`config.mk`:
```
export PLATFORM = sky130hd
export DESIGN_NAME = recovery_deploy_decider_top
export DESIGN_NICKNAME = d
export VERILOG_FILES = /design/src/rdd_pkg.sv /design/src/recovery_deploy_decider_top.sv /design/src/rdd_cell.sv /design/src/rdd_window.sv
export SDC_FILE = /design/constraint.sdc
export NUM_CORES = 2
export LEC_CHECK = 0
export BUFFER_PORTS_ARGS = -buffer_cell sky130_fd_sc_hd__buf_2
export CORE_UTILIZATION = 40
export DETAILED_ROUTE_END_ITERATION = 10
export RECOVER_POWER = 50
export SETUP_SLACK_MARGIN = 0.02
export SLEW_MARGIN = 20
export SYNTH_ARGS = -nofsm -noshare
export SYNTH_HDL_FRONTEND = slang
export SYNTH_SLANG_ARGS = --single-unit
```
`constraint.sdc`:
```
create_clock -name i_clk -period 13.6 [get_ports i_clk]
set_input_delay 1.36 -clock i_clk [delete_from_list [all_inputs] [get_ports i_clk]]
set_output_delay 1.36 -clock i_clk [all_outputs]
set_load 0.005 [all_outputs]
```
`src/rdd_pkg.sv`:
```
// Shared types, constants and register codes for the recovery deploy decider.
// No dependencies; design files refer to it by scoped names, the testbench imports it.
package rdd_pkg;

    // Moving-average depth, kept as a power of two so the mean is a shift.
    localparam int AVG_LOG2  = 3;
    localparam int AVG_DEPTH = 1 << AVG_LOG2;

    localparam int TILT_W = 16;
    localparam int ALT_W  = 24;
    localparam int TIME_W = 31;
    localparam int SUM_W  = ALT_W + AVG_LOG2;

    localparam int TILT_THR_W = 15;
    localparam int DROP_THR_W = 17;
    localparam int TIME_THR_W = 31;
    localparam int WIN_W      = 10;
    localparam int CFG_DATA_W = 31;
    localparam int CFG_IDX_W  = 3;

    // time_ms mod 1000: divide (t >> 3) by 125 with a reciprocal.
    localparam int MS_PER_SEC = 1000;
    localparam int PRE_SHIFT  = 3;
    localparam int DIV_W      = TIME_W - PRE_SHIFT;
    localparam int RECIP_SH   = 35;
    localparam int RECIP_W    = 29;
    localparam longint RECIP_L = (64'd1 << RECIP_SH) / (MS_PER_SEC >> PRE_SHIFT);
    localparam logic [RECIP_W-1:0] RECIP_M = RECIP_W'(RECIP_L);
    localparam int PROD_W     = DIV_W + RECIP_W;
    localparam int Q_W        = PROD_W - RECIP_SH;
    localparam int REM_W      = 11;
    localparam logic [REM_W-1:0] MS_PER_SEC_R = REM_W'(MS_PER_SEC);

    localparam int IN_DATA_W  = 72;
    localparam int OUT_DATA_W = 32;

    typedef enum logic [CFG_IDX_W-1:0] {
        CFG_SAFETY_PIN     = 3'd0,
        CFG_LAUNCH_PIN     = 3'd1,
        CFG_TILT_THRESHOLD = 3'd2,
        CFG_DROP_THRESHOLD = 3'd3,
        CFG_TIME_THRESHOLD = 3'd4,
        CFG_TILT_WINDOW    = 3'd5
    } t_cfg_reg;

    typedef enum logic [2:0] {
        DEP_NONE   = 3'd0,
        DEP_TILT   = 3'd1,
        DEP_ALT    = 3'd2,
        DEP_TIME   = 3'd3,
        DEP_MANUAL = 3'd4
    } t_deploy;

    localparam logic [TILT_THR_W-1:0] RST_TILT_THR = TILT_THR_W'(7000);
    localparam logic [DROP_THR_W-1:0] RST_DROP_THR = DROP_THR_W'(300);
    localparam logic [TIME_THR_W-1:0] RST_TIME_THR = TIME_THR_W'(9000);
    localparam logic [WIN_W-1:0]      RST_TILT_WIN = WIN_W'(200);

    // Pre-judged sample handed from the window pipe to the decision stage.
    typedef struct packed {
        logic                    manual;
        logic                    tilt_fire;
        logic                    time_fire;
        logic signed [ALT_W-1:0] altitude;
    } t_judge;

endpackage

```
`src/recovery_deploy_decider_top.sv`:
```
// Top level of the recovery deploy decider: config registers, averaging chain,
// decision state. Depends on rdd_pkg, rdd_cell and rdd_window.
//
//  channel  | dir | handshake                     | payload
//  ---------+-----+-------------------------------+-------------------------------
//  s_axis   | in  | s_axis_tvalid / s_axis_tready | tilt, altitude, time, manual
//  m_axis   | out | m_axis_tvalid / m_axis_tready | type, deployed, servo, average
//  cfg      | in  | i_cfg_we (no wait)            | i_cfg_index, i_cfg_data
//
// One sample per cycle sustained while m_axis_tready holds high; an input transfer
// passes the two-stage time-mod-1000 pipe and then the decision stage.
// The decision stage closes a loop from the running sum and peak registers back to themselves.
// Synchronous active-low reset clears all state but the front-end data registers.
// Each stage moves when the one after it is empty or moving, so a stalled result
// does not block inputs until all three stages are full.
module recovery_deploy_decider_top (
    input  logic                                 i_clk,
    input  logic                                 i_rst_n,
    input  logic                                 s_axis_tvalid,
    output logic                                 s_axis_tready,
    // [15:0] tilt_angle, [39:16] altitude, [70:40] time_ms, [71] manual_command
    input  logic [rdd_pkg::IN_DATA_W-1:0]        s_axis_tdata,
    output logic                                 m_axis_tvalid,
    input  logic                                 m_axis_tready,
    // [2:0] deploy_type, [3] deployed, [4] servo_open, [28:5] average_altitude,
    // [31:29] zero
    output logic [rdd_pkg::OUT_DATA_W-1:0]       m_axis_tdata,
    input  logic                                 i_cfg_we,
    input  logic [rdd_pkg::CFG_IDX_W-1:0]        i_cfg_index,
    input  logic [rdd_pkg::CFG_DATA_W-1:0]       i_cfg_data
);

    // configuration
    logic                                 r_safety_pin;
    logic                                 r_launch_pin;
    logic [rdd_pkg::TILT_THR_W-1:0]       r_tilt_thr;
    logic [rdd_pkg::DROP_THR_W-1:0]       r_drop_thr;
    logic [rdd_pkg::TIME_THR_W-1:0]       r_time_thr;
    logic [rdd_pkg::WIN_W-1:0]            r_tilt_win;

    // decision state; these registers are also the output register
    logic                                 r_out_valid;
    logic signed [rdd_pkg::SUM_W-1:0]     r_sum;
    logic signed [rdd_pkg::ALT_W-1:0]     r_avg;
    logic signed [rdd_pkg::ALT_W-1:0]     r_peak;
    logic                                 r_flag;
    rdd_pkg::t_deploy                     r_type;
    logic                                 r_latch;

    logic signed [rdd_pkg::SUM_W-1:0]     n_sum;
    logic signed [rdd_pkg::ALT_W-1:0]     n_avg;
    logic signed [rdd_pkg::ALT_W-1:0]     n_peak;
    rdd_pkg::t_deploy                     n_type;

    logic                                 judge_valid;
    rdd_pkg::t_judge                      judge;
    logic                                 ready_out;
    logic                                 take;
    logic                                 armed;
    logic                                 push;
    logic signed [rdd_pkg::ALT_W:0]       drop;
    logic                                 drop_fire;

    logic signed [rdd_pkg::ALT_W-1:0]     tap_q [rdd_pkg::AVG_DEPTH];

    rdd_window u_window (
        .i_clk      (i_clk),
        .i_rst_n    (i_rst_n),
        .i_valid    (s_axis_tvalid),
        .o_ready    (s_axis_tready),
        .i_tilt     (s_axis_tdata[15:0]),
        .i_alt      (s_axis_tdata[39:16]),
        .i_time     (s_axis_tdata[70:40]),
        .i_manual   (s_axis_tdata[71]),
        .i_tilt_thr (r_tilt_thr),
        .i_time_thr (r_time_thr),
        .i_tilt_win (r_tilt_win),
        .o_valid    (judge_valid),
        .i_ready    (ready_out),
        .o_judge    (judge)
    );

    // config writes; unknown indexes are dropped
    always_ff @(posedge i_clk) begin
        if (!i_rst_n) begin
            r_safety_pin <= 1'b1;
            r_launch_pin <= 1'b1;
            r_tilt_thr   <= rdd_pkg::RST_TILT_THR;
            r_drop_thr   <= rdd_pkg::RST_DROP_THR;
            r_time_thr   <= rdd_pkg::RST_TIME_THR;
            r_tilt_win   <= rdd_pkg::RST_TILT_WIN;
        end else if (i_cfg_we) begin
            unique case (i_cfg_index)
                rdd_pkg::CFG_SAFETY_PIN:     r_safety_pin <= i_cfg_data[0];
                rdd_pkg::CFG_LAUNCH_PIN:     r_launch_pin <= i_cfg_data[0];
                rdd_pkg::CFG_TILT_THRESHOLD: r_tilt_thr   <= i_cfg_data[rdd_pkg::TILT_THR_W-1:0];
                rdd_pkg::CFG_DROP_THRESHOLD: r_drop_thr   <= i_cfg_data[rdd_pkg::DROP_THR_W-1:0];
                rdd_pkg::CFG_TIME_THRESHOLD: r_time_thr   <= i_cfg_data[rdd_pkg::TIME_THR_W-1:0];
                rdd_pkg::CFG_TILT_WINDOW:    r_tilt_win   <= i_cfg_data[rdd_pkg::WIN_W-1:0];
                default: ;
            endcase
        end
    end

    assign ready_out = !r_out_valid || m_axis_tready;
    assign take      = judge_valid && ready_out;
    assign armed     = !r_safety_pin && !r_launch_pin;
    // altitude path is reached only when neither manual nor tilt fired
    assign push      = take && armed && !judge.manual && !judge.tilt_fire;

    // Averaging chain: newest sample enters tap 0, the last tap is the oldest
    // and leaves the running sum on the same push.
    genvar g;
    generate
        for (g = 0; g < rdd_pkg::AVG_DEPTH; g++) begin : g_tap
            if (g == 0) begin : g_head
                rdd_cell u_cell (
                    .i_clk   (i_clk),
                    .i_rst_n (i_rst_n),
                    .i_shift (push),
                    .i_d     (judge.altitude),
                    .o_q     (tap_q[g])
                );
            end else begin : g_body
                rdd_cell u_cell (
                    .i_clk   (i_clk),
                    .i_rst_n (i_rst_n),
                    .i_shift (push),
                    .i_d     (tap_q[g-1]),
                    .o_q     (tap_q[g])
                );
            end
        end
    endgenerate

    always_comb begin
        n_sum  = r_sum - rdd_pkg::SUM_W'(tap_q[rdd_pkg::AVG_DEPTH-1])
                       + rdd_pkg::SUM_W'(judge.altitude);
        n_avg  = rdd_pkg::ALT_W'(n_sum >>> rdd_pkg::AVG_LOG2);
        n_peak = (n_avg >= r_peak) ? n_avg : r_peak;
        // negative when the new average tops the peak: never a drop
        drop      = {r_peak[rdd_pkg::ALT_W-1], r_peak} - {n_avg[rdd_pkg::ALT_W-1], n_avg};
        drop_fire = drop > $signed({{(rdd_pkg::ALT_W + 1 - rdd_pkg::DROP_THR_W){1'b0}},
                                    r_drop_thr});
    end

    always_comb begin
        if (judge.manual) begin
            n_type = rdd_pkg::DEP_MANUAL;
        end else if (judge.tilt_fire) begin
            n_type = rdd_pkg::DEP_TILT;
        end else if (drop_fire) begin
            n_type = rdd_pkg::DEP_ALT;
        end else if (judge.time_fire) begin
            n_type = rdd_pkg::DEP_TIME;
        end else begin
            n_type = rdd_pkg::DEP_NONE;
        end
    end

    always_ff @(posedge i_clk) begin
        if (!i_rst_n) begin
            r_out_valid <= 1'b0;
            r_sum       <= '0;
            r_avg       <= '0;
            r_peak      <= '0;
            r_flag      <= 1'b0;
            r_type      <= rdd_pkg::DEP_NONE;
            r_latch     <= 1'b0;
        end else begin
            if (ready_out) begin
                r_out_valid <= judge_valid;
            end
            if (push) begin
                r_sum  <= n_sum;
                r_avg  <= n_avg;
                r_peak <= n_peak;
            end
            // gated samples leave the decision as it was
            if (take && armed) begin
                r_type <= n_type;
                r_flag <= n_type != rdd_pkg::DEP_NONE;
                if (n_type != rdd_pkg::DEP_NONE) begin
                    r_latch <= 1'b1;
                end
            end
        end
    end

    assign m_axis_tvalid = r_out_valid;
    assign m_axis_tdata  = {3'b000, r_avg, r_latch, r_flag, r_type};

endmodule

```
`src/rdd_cell.sv`:
```
// One tap of the altitude averaging chain: holds a sample, passes it on.
// Depends on rdd_pkg for the altitude width.
module rdd_cell (
    input  logic                             i_clk,
    input  logic                             i_rst_n,
    input  logic                             i_shift,
    input  logic signed [rdd_pkg::ALT_W-1:0] i_d,
    output logic signed [rdd_pkg::ALT_W-1:0] o_q
);

    logic signed [rdd_pkg::ALT_W-1:0] r_q;

    always_ff @(posedge i_clk) begin
        if (!i_rst_n) begin
            r_q <= '0;
        end else if (i_shift) begin
            r_q <= i_d;
        end
    end

    assign o_q = r_q;

endmodule

```
`src/rdd_window.sv`:
```
// Two-stage front end: tilt window test (time mod 1000), tilt and time compares.
// Depends on rdd_pkg; produces a t_judge per sample with a valid/ready handshake.
module rdd_window (
    input  logic                                  i_clk,
    input  logic                                  i_rst_n,
    input  logic                                  i_valid,
    output logic                                  o_ready,
    input  logic signed [rdd_pkg::TILT_W-1:0]     i_tilt,
    input  logic signed [rdd_pkg::ALT_W-1:0]      i_alt,
    input  logic        [rdd_pkg::TIME_W-1:0]     i_time,
    input  logic                                  i_manual,
    input  logic        [rdd_pkg::TILT_THR_W-1:0] i_tilt_thr,
    input  logic        [rdd_pkg::TIME_THR_W-1:0] i_time_thr,
    input  logic        [rdd_pkg::WIN_W-1:0]      i_tilt_win,
    output logic                                  o_valid,
    input  logic                                  i_ready,
    output rdd_pkg::t_judge                       o_judge
);

    logic                                r_s1_valid;
    logic [rdd_pkg::PROD_W-1:0]          r_s1_prod;
    logic [rdd_pkg::TIME_W-1:0]          r_s1_time;
    logic                                r_s1_tilt_over;
    logic                                r_s1_time_hit;
    logic                                r_s1_manual;
    logic signed [rdd_pkg::ALT_W-1:0]    r_s1_alt;
    logic                                r_s2_valid;
    rdd_pkg::t_judge                     r_s2_judge;

    logic                                adv1;
    logic                                adv2;
    logic [rdd_pkg::PROD_W-1:0]          prod;
    logic                                tilt_over;
    logic [rdd_pkg::Q_W-1:0]             quot;
    logic [rdd_pkg::TIME_W-1:0]          back;
    logic [rdd_pkg::TIME_W-1:0]          diff;
    logic [rdd_pkg::REM_W-1:0]           rem_raw;
    logic [rdd_pkg::REM_W-1:0]           rem;
    logic                                in_window;
    rdd_pkg::t_judge                     n_judge;

    function automatic logic [rdd_pkg::Q_W-1:0] prod_hi(input logic [rdd_pkg::PROD_W-1:0] p);
        prod_hi = p[rdd_pkg::PROD_W-1:rdd_pkg::RECIP_SH];
    endfunction

    assign adv2    = !r_s2_valid || i_ready;
    assign adv1    = !r_s1_valid || adv2;
    assign o_ready = adv1;

    // Stage 1: reciprocal product of (t >> 3), threshold compares.
    assign prod = rdd_pkg::PROD_W'(i_time[rdd_pkg::TIME_W-1:rdd_pkg::PRE_SHIFT])
                * rdd_pkg::PROD_W'(rdd_pkg::RECIP_M);
    assign tilt_over = i_tilt > $signed({1'b0, i_tilt_thr});

    // Stage 2: remainder, one correction step (estimate is low by at most one).
    assign quot    = prod_hi(r_s1_prod);
    assign back    = rdd_pkg::TIME_W'(quot) * rdd_pkg::TIME_W'(rdd_pkg::MS_PER_SEC);
    assign diff    = r_s1_time - back;
    assign rem_raw = diff[rdd_pkg::REM_W-1:0];
    assign rem     = (rem_raw >= rdd_pkg::MS_PER_SEC_R) ? rem_raw - rdd_pkg::MS_PER_SEC_R
                                                        : rem_raw;
    assign in_window = rem < {1'b0, i_tilt_win};

    always_comb begin
        n_judge.manual    = r_s1_manual;
        n_judge.tilt_fire = r_s1_tilt_over && in_window;
        n_judge.time_fire = r_s1_time_hit;
        n_judge.altitude  = r_s1_alt;
    end

    always_ff @(posedge i_clk) begin
        if (!i_rst_n) begin
            r_s1_valid <= 1'b0;
            r_s2_valid <= 1'b0;
        end else begin
            if (adv1) begin
                r_s1_valid <= i_valid;
            end
            if (adv2) begin
                r_s2_valid <= r_s1_valid;
            end
        end
    end

    always_ff @(posedge i_clk) begin
        if (adv1) begin
            r_s1_prod      <= prod;
            r_s1_time      <= i_time;
            r_s1_tilt_over <= tilt_over;
            r_s1_time_hit  <= i_time >= i_time_thr;
            r_s1_manual    <= i_manual;
            r_s1_alt       <= i_alt;
        end
        if (adv2) begin
            r_s2_judge <= n_judge;
        end
    end

    assign o_valid = r_s2_valid;
    assign o_judge = r_s2_judge;

endmodule

```
==> impl_metrics.env <==
export IMPL_relSlewSlack_pct=-203.2
export IMPL_post_cts_resize_count=0
export IMPL_worst_slew_pin_transition_ns=4.547
export IMPL_rows=100
export IMPL_reg2reg_depth=31
export IMPL_layout_common_cells="sky130_fd_sc_hd__inv_1 (665), sky130_fd_sc_hd__nand2_1 (598), sky130_fd_sc_hd__ha_1 (392)"
export IMPL_yosysWarnings=0
export IMPL_synth_seq_cells=399
export IMPL_clkPwrFrac_pct=14.9
export IMPL_setup_worst_path_end_class="flop"
export IMPL_timing_final_hold_violations=0
export IMPL_leakagePower_nw=15.02
export IMPL_cts_htree_levels=2
export IMPL_detailed_place_hpwl_um=56750
export IMPL_swShare_pct=43.53
export IMPL_synth_largest_type_area_fraction_pct=21.37
export IMPL_synth_avg_cell_area_um2=8.825
export IMPL_crit_reg2reg_capture="r_type[1]$_SDFFE_PN0P_"
export IMPL_grt_max_degree=212
export IMPL_overflow=0
export IMPL_critical_path_required_ns=14.04
export IMPL_port_buffer_cells=141
export IMPL_drv_cap=6
export IMPL_yosys_cell_types_count=95
export IMPL_filler_cell_count=7459
export IMPL_first_global_vias=21640
export IMPL_pwr_density_cell_nw_per_um2=234.7
export IMPL_finalNetCount=4268
export IMPL_floorplan_die_width_um=278.3
export IMPL_worst_clock_skew_ns=0.03218
export IMPL_cell_total_after_placement=4435
export IMPL_most_common_cell_after_layout_fill_and_taps_aside="sky130_fd_sc_hd__inv_1"
export IMPL_hold_path_startpoint="u_window.r_s1_alt[11]$_DFFE_PP_"
export IMPL_power_net_switching_mw=3.391
export IMPL_r2r_start="u_window.o_judge[4]$_DFFE_PP_"
export IMPL_detail_route_vias_per_cell=4.914
export IMPL_ratio_of_final_minimum_period_to_clock_period_pct=61.34
export IMPL_routed_wl_um=74310
export IMPL_min_period_ns=8.342
export IMPL_p_int_mw=4.399
export IMPL_post_synth_top_area_cell="sky130_fd_sc_hd__dfxtp_1"
export IMPL_grt_pass1_wl_um=118500
export IMPL_synth_edf_count=73
export IMPL_antenna_violating_nets_post_route=0
export IMPL_ff2ff_setup_slack_ns=5.41
export IMPL_drive_gt1_share_pct=5.813
export IMPL_antenna_cells=0
export IMPL_crit_fanout=108
export IMPL_design_portCount=145
export IMPL_synthTopCellsByArea="sky130_fd_sc_hd__dfxtp_1 (21%), sky130_fd_sc_hd__fa_1 (17%), sky130_fd_sc_hd__ha_1 (16%)"
export IMPL_drtPass1Iterations=5
export IMPL_gpl_final_weighted_congestion=0.8917
export IMPL_fmax_mhz=119.9
export IMPL_min_delay_path_depth=0
export IMPL_sequentialPowerShare_pct=17.0
export IMPL_final_setup_tns_ns=0
export IMPL_crit_arrival_ns=8.78
export IMPL_route_vias_total=22180
export IMPL_design_die_area_um2=77470
export IMPL_holdWs_ns=0.4171
export IMPL_groute_usage_overall_pct=19.36
export IMPL_final_cell_area_excluding_filler_cells_um2=33200
export IMPL_finalSetupViolations=0
export IMPL_place_area_um2=31900
export IMPL_post_synth_design_cell_area_um2=30540
export IMPL_violations="max-capacitance violations, max-slew violations"
export IMPL_clk_path_buf_depth=3
export IMPL_run_status="finished with violations"
export IMPL_worst_setup_hold_path_clk_slew_ns=0.06
export IMPL_clock_tree_root_cell="sky130_fd_sc_hd__clkbuf_16"
export IMPL_initial_core_utilization_pct=40.75
export IMPL_combinationalPowerShare_pct=68.1
export IMPL_synthesis_instances=3461
export IMPL_min_path_type="reg2reg"
export IMPL_placeableCoreArea_um2=74950
export IMPL_wl_per_cell_um=16.47
export IMPL_syn2layout_area_growth_pct=8.693
export IMPL_cts_buffers=43
export IMPL_cp_start_kind="input pin"
export IMPL_crit_end="g_tap[2].g_body.u_cell.o_q[2]$_SDFFE_PN0P_"
export IMPL_detail_route_iter0_violations=1400
export IMPL_vdd_ir_drop_max_uv=634.6
export IMPL_post_layout_nonfiller_instances=4513
export IMPL_final_max_slew_violation_count=367
export IMPL_number_of_clock_sinks_seen_by_cts=399
export IMPL_ys_dominant_reg_cell="sky130_fd_sc_hd__dfxtp_1"
export IMPL_cts_hold_buffers_added=0
export IMPL_grt_antenna_before_repair=2
export IMPL_post_cts_buffers=0
export IMPL_grt_setup_unrepaired="false"
export IMPL_synth_seq_area_share_pct=28.54
export IMPL_tritoncts="built"
export IMPL_synth_async_reset_ratio_pct=0
export IMPL_dieHeight_um=278.3
export IMPL_crit_type="in2reg"
export IMPL_drt_drc_violations_left=0
export IMPL_worstSkewPairLatency_ns=0.59
export IMPL_worstSetupStartpoint="i_rst_n"
[final cells by class]
cell class                 count  area [µm²]  share of cell area, %
clock buffer                  59        1230                  3.705
clock inverter                19       170.2                 0.5126
inverter                     666        2501                  7.534
multi-input combinational   2250       18650                  56.19
sequential                   399        8718                  26.26
tap                          969        1212                  3.652
timing repair buffer         151       713.2                  2.148
[flip-flops by register name, indices dropped and copies added (netlist names), 3 cells and up]
| signal | flops |
|---|---|
| g_tap.g_body.u_cell.o_q | 168 |
| u_window.r_s1_alt | 24 |
| u_window.r_s1_time | 11 |
| u_window.r_s1_prod | 8 |
| r_time_thr | 31 |
| r_peak | 24 |
| r_type | 3 |
| u_window.o_judge | 27 |
| r_sum | 27 |
| r_tilt_thr | 15 |
| r_tilt_win | 10 |
| r_drop_thr | 17 |
| g_tap.g_head.u_cell.o_q | 24 |
[cells in the mapped netlist (21+ instances only)]
cell,n
sky130_fd_sc_hd__a21o_1,44
sky130_fd_sc_hd__a21oi_1,352
sky130_fd_sc_hd__buf_4,32
sky130_fd_sc_hd__clkbuf_1,102
sky130_fd_sc_hd__dfxtp_1,326
sky130_fd_sc_hd__edfxtp_1,73
sky130_fd_sc_hd__fa_1,254
sky130_fd_sc_hd__ha_1,392
sky130_fd_sc_hd__inv_1,665
sky130_fd_sc_hd__mux2i_1,21
sky130_fd_sc_hd__nand2_1,599
sky130_fd_sc_hd__nand3_1,27
sky130_fd_sc_hd__nand4_1,24
sky130_fd_sc_hd__nor2_1,92
sky130_fd_sc_hd__nor3_1,27
sky130_fd_sc_hd__o211ai_1,28
sky130_fd_sc_hd__o21a_1,21
sky130_fd_sc_hd__o21ai_0,35
sky130_fd_sc_hd__xnor2_1,56
sky130_fd_sc_hd__xor2_1,23
[cells by family after synthesis]
| group | share of synthesized area, % |
|---|---|
| and+or+nand+nor | 12.85 |
| buffers and inverters | 10.46 |
| adders and majority gates | 33.04 |
| AOI/OAI and AO/OA | 11.79 |
| DFF | 28.54 |
| xor gates and xnor gates | 2.577 |
| muxes | 0.7251 |
| other | 0.01228 |
[per-stage QoR]
stage | power, mW | utilization [%] | worst slack [ns]
after floorplan | 5.532 | - | 5.761
after detailed placement | 6.710 | 42.57 | 5.080
after CTS | 7.922 | 44.43 | 5.520
final | 7.790 | 44.30 | 5.258
after global placement | 6.620 | 42.57 | 5.133
after global routing | 8.746 | 44.30 | 4.450
[metal layers]
layer / GRT usage [%] / share of wire, % / up-vias
met5: 0 / 0 / -
met4: 4.080 / 1.8 / 0
met3: 2.225 / 3.6 / 70
met2: 31.80 / 47 / 351
met1: 27.34 / 48 / 10550
li1: - / - / 11210
[power by group through the flow]
stage	Sequential, mW	Clock (mW)	Combinational [mW]
finish	1.32	1.16	5.30
floorplan	1.34	0	4.19
global placement	1.35	0	5.27
CTS	1.33	1.20	5.40
detailed placement	1.35	0	5.36
global route	1.33	1.24	6.18
[critical path: stages]
cell and delay [ns]:
sky130_fd_sc_hd__clkbuf_1 1.05, sky130_fd_sc_hd__clkinvlp_2 3.35, sky130_fd_sc_hd__clkbuf_1 2.27, sky130_fd_sc_hd__a21oi_1 0.66
[worst min path at each step]
stage                                           endpoint  slack (ns)
after CTS                 u_window.o_judge[11]$_DFFE_PP_        0.42
after global routing      u_window.o_judge[11]$_DFFE_PP_        0.42
after detailed placement  u_window.o_judge[11]$_DFFE_PP_        0.40
final                     u_window.o_judge[11]$_DFFE_PP_        0.42
after floorplan            u_window.o_judge[0]$_DFFE_PP_        0.40
after global placement    u_window.o_judge[23]$_DFFE_PP_        0.41
Note: power is estimated with default switching activity, not from simulation.
